--- src/hw/rtl/qls_pkg.sv ---
// Shared types and constants of the quoted line splitter.
package qls_pkg;

  localparam int MAX_LINE = 4096;
  localparam int CW       = 12;  // width of line counters and positions
  localparam int BW       = 8;   // byte width

  localparam logic [CW-1:0] LIMIT_RESET = CW'(MAX_LINE - 1);
  localparam logic [CW-1:0] LIMIT_MIN   = CW'(1);

  // Configuration port
  localparam int APB_AW = 3;
  localparam int APB_DW = 32;
  localparam logic [0:0] REG_CHAR_LIMIT = 1'b0;  // register index, paddr[2]

  // Byte codes the front end reacts to
  localparam logic [BW-1:0] CH_NUL    = 8'h00;
  localparam logic [BW-1:0] CH_TAB    = 8'h09;
  localparam logic [BW-1:0] CH_LF     = 8'h0A;
  localparam logic [BW-1:0] CH_CR     = 8'h0D;
  localparam logic [BW-1:0] CH_SPACE  = 8'h20;
  localparam logic [BW-1:0] CH_QUOTE  = 8'h22;
  localparam logic [BW-1:0] CH_SEMI   = 8'h3B;
  localparam logic [BW-1:0] CH_BSLASH = 8'h5C;

  // Queue between front and back
  localparam int QDEPTH = 4;
  localparam int QAW    = $clog2(QDEPTH);
  localparam int QCW    = $clog2(QDEPTH + 1);

  localparam logic KIND_CHAR = 1'b0;
  localparam logic KIND_EOL  = 1'b1;

  // One classified item: an optional kept character, then an optional line end.
  typedef struct packed {
    logic          has_char;
    logic [BW-1:0] ch;
    logic [CW-1:0] pos;
    logic          has_end;
    logic [CW-1:0] len;
  } qls_op_t;

endpackage

--- src/hw/rtl/qls_front.sv ---
// Front end: classify each byte, track line state, emit one op per item.
module qls_front (
  input  logic                        clk,
  input  logic                        rst_n,
  input  logic                        accept,
  input  logic [qls_pkg::BW-1:0]      text_byte,
  input  logic                        end_of_input,
  input  logic [qls_pkg::CW-1:0]      char_limit,
  output logic                        op_valid,
  output qls_pkg::qls_op_t            op
);

  logic [qls_pkg::CW-1:0] kept_r, kept_nxt;
  logic [qls_pkg::CW-1:0] len_r, len_nxt;
  logic                   quote_r, quote_nxt;
  logic                   esc_r, esc_nxt;

  logic                   keep, brk, cut, blank;
  logic [qls_pkg::CW-1:0] kept_inc, len_inc, lim;

  assign lim      = (char_limit == '0) ? qls_pkg::LIMIT_MIN : char_limit;
  assign kept_inc = kept_r + qls_pkg::CW'(1);
  assign blank    = text_byte inside {qls_pkg::CH_SPACE, qls_pkg::CH_TAB};
  assign len_inc  = blank ? len_r : kept_inc;
  assign cut      = (kept_inc >= lim);

  always_comb begin
    keep      = 1'b0;
    brk       = 1'b0;
    esc_nxt   = esc_r;
    quote_nxt = quote_r;
    kept_nxt  = kept_r;
    len_nxt   = len_r;
    op        = '0;

    if (end_of_input) begin
      brk       = (kept_r != '0);
      kept_nxt  = '0;
      len_nxt   = '0;
      quote_nxt = 1'b0;
      esc_nxt   = 1'b0;
    end else begin
      case (text_byte)
        qls_pkg::CH_NUL, qls_pkg::CH_CR: begin
          keep = 1'b0;
        end
        qls_pkg::CH_SEMI: begin
          if (esc_r || quote_r) keep = 1'b1;
          else brk = (kept_r != '0);
        end
        qls_pkg::CH_LF: begin
          brk = (kept_r != '0);
        end
        qls_pkg::CH_BSLASH: begin
          if (esc_r) keep = 1'b1;
          else esc_nxt = 1'b1;
        end
        qls_pkg::CH_QUOTE: begin
          if (esc_r) keep = 1'b1;
          else quote_nxt = ~quote_r;
        end
        qls_pkg::CH_SPACE, qls_pkg::CH_TAB: begin
          keep = (kept_r != '0);
        end
        default: begin
          keep = 1'b1;
        end
      endcase
    end

    if (keep) begin
      op.has_char = 1'b1;
      op.ch       = text_byte;
      op.pos      = kept_r;
      esc_nxt     = 1'b0;
      kept_nxt    = kept_inc;
      len_nxt     = len_inc;
      if (cut) begin
        op.has_end = 1'b1;
        op.len     = len_inc;
      end
    end

    if (brk) begin
      op.has_end = 1'b1;
      op.len     = len_r;
    end

    // any line end clears the line state
    if (op.has_end) begin
      kept_nxt  = '0;
      len_nxt   = '0;
      quote_nxt = 1'b0;
      esc_nxt   = 1'b0;
    end
  end

  assign op_valid = accept && (keep || brk);

  always_ff @(posedge clk) begin
    if (!rst_n) begin
      kept_r  <= '0;
      len_r   <= '0;
      quote_r <= 1'b0;
      esc_r   <= 1'b0;
    end else if (accept) begin
      kept_r  <= kept_nxt;
      len_r   <= len_nxt;
      quote_r <= quote_nxt;
      esc_r   <= esc_nxt;
    end
  end

endmodule

--- src/hw/rtl/qls_queue.sv ---
// Short op queue that decouples the front end from the result side.
module qls_queue (
  input  logic                    clk,
  input  logic                    rst_n,
  input  logic                    wr_en,
  input  qls_pkg::qls_op_t        wr_op,
  input  logic                    rd_en,
  output qls_pkg::qls_op_t        rd_op,
  output logic                    q_empty,
  output logic                    q_full
);

  qls_pkg::qls_op_t             mem_r [qls_pkg::QDEPTH];
  logic [qls_pkg::QAW-1:0]      wr_ptr_r, rd_ptr_r;
  logic [qls_pkg::QCW-1:0]      cnt_r, cnt_nxt;
  logic                         do_wr, do_rd;

  assign q_empty = (cnt_r == '0);
  assign q_full  = (cnt_r == qls_pkg::QCW'(qls_pkg::QDEPTH));
  assign do_wr   = wr_en && !q_full;
  assign do_rd   = rd_en && !q_empty;
  assign rd_op   = mem_r[rd_ptr_r];

  always_comb begin
    cnt_nxt = cnt_r;
    if (do_wr && !do_rd) cnt_nxt = cnt_r + qls_pkg::QCW'(1);
    else if (!do_wr && do_rd) cnt_nxt = cnt_r - qls_pkg::QCW'(1);
  end

  always_ff @(posedge clk) begin
    if (do_wr) mem_r[wr_ptr_r] <= wr_op;
  end

  always_ff @(posedge clk) begin
    if (!rst_n) begin
      wr_ptr_r <= '0;
      rd_ptr_r <= '0;
      cnt_r    <= '0;
    end else begin
      if (do_wr) wr_ptr_r <= wr_ptr_r + qls_pkg::QAW'(1);
      if (do_rd) rd_ptr_r <= rd_ptr_r + qls_pkg::QAW'(1);
      cnt_r <= cnt_nxt;
    end
  end

endmodule

--- src/hw/rtl/qls_back.sv ---
// Back end: expand each queued op into one or two result items.
module qls_back (
  input  logic                    clk,
  input  logic                    rst_n,
  input  qls_pkg::qls_op_t        head,
  input  logic                    head_valid,
  input  logic                    res_pop,
  output logic                    head_done,
  output logic                    res_kind,
  output logic [qls_pkg::BW-1:0]  res_char,
  output logic [qls_pkg::CW-1:0]  res_pos,
  output logic [qls_pkg::CW-1:0]  res_len,
  output logic                    res_last
);

  logic phase_r, phase_nxt;  // set once the character of a split op is gone
  logic show_char, taken;

  assign show_char = head.has_char && !phase_r;
  assign taken     = res_pop && head_valid;

  always_comb begin
    if (show_char) begin
      res_kind = qls_pkg::KIND_CHAR;
      res_char = head.ch;
      res_pos  = head.pos;
      res_len  = '0;
      res_last = !head.has_end;
    end else begin
      res_kind = qls_pkg::KIND_EOL;
      res_char = '0;
      res_pos  = '0;
      res_len  = head.len;
      res_last = 1'b1;
    end
  end

  assign head_done = taken && res_last;

  always_comb begin
    phase_nxt = phase_r;
    if (head_done) phase_nxt = 1'b0;
    else if (taken) phase_nxt = 1'b1;
  end

  always_ff @(posedge clk) begin
    if (!rst_n) phase_r <= 1'b0;
    else phase_r <= phase_nxt;
  end

endmodule

--- src/hw/rtl/quoted_line_splitter_core.sv ---
// Quoted line splitter: byte stream in, kept characters and line ends out.
// A result reaches the out_ ports from the op queue entry that its byte wrote.
// Throughput: one byte per cycle while the op queue has room; a byte that cuts a line gives two
//   results, which the result side hands out in turn while the 4-entry op queue absorbs input.
// Reset (rst_n low, synchronous): line state, queue and result phase clear,
//   char_limit returns to 4095.
module quoted_line_splitter_core (
  input  logic                          clk,
  input  logic                          rst_n,
  // byte input, queue-style
  input  logic                          push,
  output logic                          full,
  input  logic [qls_pkg::BW-1:0]        in_text_byte,
  input  logic                          in_end_of_input,
  // results, queue-style
  output logic                          empty,
  input  logic                          pop,
  output logic                          out_kind,
  output logic [qls_pkg::BW-1:0]        out_char_out,
  output logic [qls_pkg::CW-1:0]        out_position,
  output logic [qls_pkg::CW-1:0]        out_line_length,
  output logic                          out_last,
  // configuration
  input  logic                          psel,
  input  logic                          penable,
  input  logic                          pwrite,
  input  logic [qls_pkg::APB_AW-1:0]    paddr,
  input  logic [qls_pkg::APB_DW-1:0]    pwdata,
  output logic [qls_pkg::APB_DW-1:0]    prdata,
  output logic                          pready
);

  // Configuration register: the line cut length. Register 0 sits at byte
  // address 0; paddr[2] carries the register index, so address 4 reads zero
  // and ignores writes.
  logic [qls_pkg::CW-1:0] char_limit_r, char_limit_nxt;
  logic                   cfg_wr, cfg_hit;

  assign pready  = 1'b1;
  assign cfg_hit = (paddr[2] == qls_pkg::REG_CHAR_LIMIT);
  assign cfg_wr  = psel && penable && pwrite && pready && cfg_hit;
  assign prdata  = cfg_hit ? qls_pkg::APB_DW'(char_limit_r) : '0;

  always_comb begin
    char_limit_nxt = char_limit_r;
    if (cfg_wr) char_limit_nxt = pwdata[qls_pkg::CW-1:0];
  end

  always_ff @(posedge clk) begin
    if (!rst_n) char_limit_r <= qls_pkg::LIMIT_RESET;
    else char_limit_r <= char_limit_nxt;
  end

  // Front end: accept whenever the op queue has room. Every accepted byte
  // updates the line state; only bytes that produce results enqueue an op.
  logic             accept, op_valid, q_full, q_empty, head_done;
  qls_pkg::qls_op_t op, head;

  assign full   = q_full;
  assign accept = push && !q_full;

  qls_front u_front (
    .clk          (clk),
    .rst_n        (rst_n),
    .accept       (accept),
    .text_byte    (in_text_byte),
    .end_of_input (in_end_of_input),
    .char_limit   (char_limit_r),
    .op_valid     (op_valid),
    .op           (op)
  );

  // Op queue: hold classified work until the result side drains it.
  qls_queue u_queue (
    .clk     (clk),
    .rst_n   (rst_n),
    .wr_en   (op_valid),
    .wr_op   (op),
    .rd_en   (head_done),
    .rd_op   (head),
    .q_empty (q_empty),
    .q_full  (q_full)
  );

  // Back end: show the head op as a character, then as a line end when it
  // carries both; advance the queue only after its final item is popped.
  assign empty = q_empty;

  qls_back u_back (
    .clk        (clk),
    .rst_n      (rst_n),
    .head       (head),
    .head_valid (!q_empty),
    .res_pop    (pop),
    .head_done  (head_done),
    .res_kind   (out_kind),
    .res_char   (out_char_out),
    .res_pos    (out_position),
    .res_len    (out_line_length),
    .res_last   (out_last)
  );

endmodule

--- config.mk ---
export PLATFORM = sky130hd
export DESIGN_NAME = quoted_line_splitter_core
export DESIGN_NICKNAME = d
export VERILOG_FILES = /design/src/hw/rtl/qls_pkg.sv /design/src/hw/rtl/qls_front.sv /design/src/hw/rtl/qls_queue.sv /design/src/hw/rtl/qls_back.sv /design/src/hw/rtl/quoted_line_splitter_core.sv
export SDC_FILE = /design/constraint.sdc
export NUM_CORES = 1
export LEC_CHECK = 0
export BUFFER_PORTS_ARGS = -buffer_cell sky130_fd_sc_hd__buf_4
export CORE_AREA = 2 2 139 141
export DETAILED_ROUTE_END_ITERATION = 7
export DIE_AREA = 0 0 141 143
export SYNTH_ARGS = -nofsm -noshare
export SYNTH_HDL_FRONTEND = slang
export SYNTH_SLANG_ARGS = --single-unit
--- constraint.sdc ---
create_clock -name clk -period 7.7 [get_ports clk]
set_input_delay 1.925 -clock clk [delete_from_list [all_inputs] [get_ports clk]]
set_output_delay 1.925 -clock clk [all_outputs]
set_load 0.01 [all_outputs]
==> impl_metrics.tcl <==
set metrics [dict create \
    r2r_slack_ns 3.48 \
    hold_path_class "flip-flop to flip-flop" \
    path_max_fanout 17 \
    rr_startpoint "u_front.kept_r[0]" \
    dieArea_um2 20200 \
    path_class "input pin to flip-flop" \
    clock.fmax_mhz 203 \
    final_cell_mix "edfxtp_1, buf_4, and2_1" \
    placedCellCount 871 \
    grt_max_degree 35 \
    post_cts_buffers 0 \
    max_slew.worst_pin.slew_ns 1.26 \
    core.rowCount 50 \
    grt_usage 0.171 \
    rr_endpoint "u_queue.mem_r[0][8]" \
    num-nets-final 727 \
    hold_start "u_front.len_r[4]" \
    initial_core_util 0.444 \
    die_w_um 141 \
    synth_top_cell_by_area "edfxtp_1" \
    num_io_pins 120 \
    wl_um 16500 \
    wl_met1_um 7170 \
    htree_levels 4 \
    portBuffers 76 \
    clkTransAtPathRegs_ns 0.06 \
    multi_input_area_um2 2920 \
    finalSetupViolCount 0 \
    top_layer "met4" \
    start_kind "input pin" \
    dp_slack_ns 2.31 \
    hold_viol 0 \
    worstSkewPairLatency_ns 0.43 \
    post-route-util 0.514 \
    met3WireLength_um 695 \
    cts.sinks 184 \
    synth.avg_cell_area_um2 14.2 \
    worstHoldEndpoint "u_front.len_r[4]" \
    synth_area_um2 8260 \
    dp_hpwl_um 11000 \
    grt.overflow.total 0 \
    ir_drop_v 0.000164 \
    netlist_instances 582 \
    max_stage_delay_ns 0.67 \
    vias_per_cell 5.47 \
    cts-root-buf "clkbuf_16" \
    critical_path.slowest_cell "o211ai_2" \
    synthTopCellsByArea "edfxtp_1, dfxtp_1, mux4_2, and2_1, ha_1" \
    cp-end-kind "flip-flop" \
    first_pass_iters 4 \
    dr_total_vias 4920 \
    antenna_found_initial 0 \
    whs_ns 0.469 \
    rsz0062_at_grt "false" \
    mostFrequentLayoutCell "edfxtp_1" \
    slew_headroom 0.151 \
    rr_worst_depth 12 \
    ys_seq_area_frac 0.611 \
    worstHoldPathCells 1 \
    wl_per_cell_um 18.4 \
    synth_cell_type_count 65 \
    post_cts_resized 0 \
    maxSlewViolCount 0 \
    grt_pass1_wl_um 26000 \
    drv_cap 0 \
    crit_chain "buf_4 > and3b_1 > o211ai_2 > and3_1 > a211o_1 > o2bb2ai_1 > ha_1 > inv_1 > fa_1 > xor2_1 > or3_1 > a21boi_0" \
    skew_ns 0.00583 \
    synth_top_cell_area_share 0.495 \
    core-area_um2 18600 \
    finalCritPeriodShare 0.640 \
    drive_gt1_frac 0.239 \
    synth-main-ff-cell "edfxtp_1" \
    die-height_um 143 \
    diodes 0 \
    gp_congestion 0.900 \
    wl_met2_um 8330 \
    synth_edf_count 136 \
    ys_async_sr_fraction 0 \
    yosysWarnings 0 \
    status "completed" \
    setup_slack_ns 2.77 \
    area_growth_pct 15.7 \
    power.density_nw_per_um2 291 \
    cts_tree "yes" \
    clockBufferDepth 2 \
    finalNonFillerCells 900 \
    grt_pass1_vias 5011 \
    ant_nets 0 \
    cp.arrival_ns 5.28 \
    cts_hold_buf 0 \
    ys_ff_latch 184 \
    period_needed_ns 4.93 \
    fillers 1596 \
    drtIter0Drc 296 \
    power_leakage_nw 3.62 \
    cts_buffers 17 \
    tns_ns 0 \
    seqCellArea_um2 5050 \
    drc 0 \
    cp_data_required_time_ns 8.06 \
]
-- logic make-up (layout without fill, tap and decap cells) --
kind of cell	count (synthesis)	in the layout	share of synthesized area
adders and majority gates	20	20	0.0312
xor gates and xnor gates	11	11	0.0117
DFF	184	184	0.611
AOI/OAI and AO/OA	91	91	0.0887
buffers and inverters	72	137	0.0442
other	2	21	0.000910
muxes	37	37	0.0964
and+or+nand+nor	165	165	0.116
-- worst max-delay path: cells and delay by family --
kind / cells / cell delay (ns)
buffers and inverters: 2 / 0.22
AOI/OAI and AO/OA: 4 / 1.48
and+or+nand+nor: 3 / 0.80
xor gates and xnor gates: 1 / 0.16
adders and majority gates: 2 / 0.70
-- cells in the mapped netlist (all sizes together) (5+ instances only) --
cell type and count:
edfxtp 136, and2 59, dfxtp 48, buf 34
mux4 34, nor2 26, inv 25, nand2 21
a22o 20, ha 19, o211ai 16, clkbuf 13
a32o 12, a21o 9, a21oi 9, and3 8
o21ai 8, nand3 7, nor2b 6, nor4 6
xor2 6, nor3 5, xnor2 5
-- how the worst max path moves through the flow --
stage / from / end / slack [ns] / depth (start not counted)
4_1_cts: in_text_byte[0] / u_queue.cnt_r[2] / 2.74 / 12
3_5_place_dp: in_text_byte[0] / u_queue.cnt_r[2] / 2.31 / 12
3_3_place_gp: in_text_byte[0] / u_queue.cnt_r[2] / 2.46 / 12
5_1_grt: in_text_byte[0] / u_queue.cnt_r[2] / 2.58 / 12
2_1_floorplan: in_text_byte[0] / u_queue.cnt_r[2] / 3.10 / 12
6_report: in_text_byte[0] / u_queue.cnt_r[2] / 2.77 / 12
-- report_power, final --
group	leakage, nW	internal, W	switching (W)
registers	1.64	0.00116	0.0000359
clock network	0.272	0.000505	0.000353
logic	1.72	0.000364	0.000360
-- state kept, by name (all words and copies together) (netlist names), named ones only --
signal	cells
u_back.phase_r	1
u_queue.rd_ptr_r	2
char_limit_r	12
u_queue.wr_ptr_r	2
u_queue.mem_r	136
u_front.quote_r	1
u_front.len_r	12
u_front.kept_r	12
u_front.esc_r	1
u_queue.cnt_r	3
-- layout make-up --
cell class,count,area share
multi-input cells,345,0.305
clock buffers,17,0.0445
inverters,25,0.00982
well taps,234,0.0306
flip-flops and latches,184,0.528
clock inverters,12,0.0162
repair buffers,83,0.0652
-- metal layers --
metal  global-route usage  up-vias
li1                     -     2322
met1                0.213     2438
met2                0.296      135
met3               0.0355       25
met4               0.0626        0
met5                    0        -
-- through the flow --
| stage | cell area (µm²) | total power (W) |
|---|---|---|
| final | 9550 | 0.00278 |
| after global routing | 9550 | 0.00290 |
| after CTS | 9550 | 0.00281 |
| after detailed placement | 8970 | 0.00196 |
| after global placement | 8970 | 0.00194 |
| after floorplan | 8330 | 0.00169 |
Power figures use the tool's default switching activity.
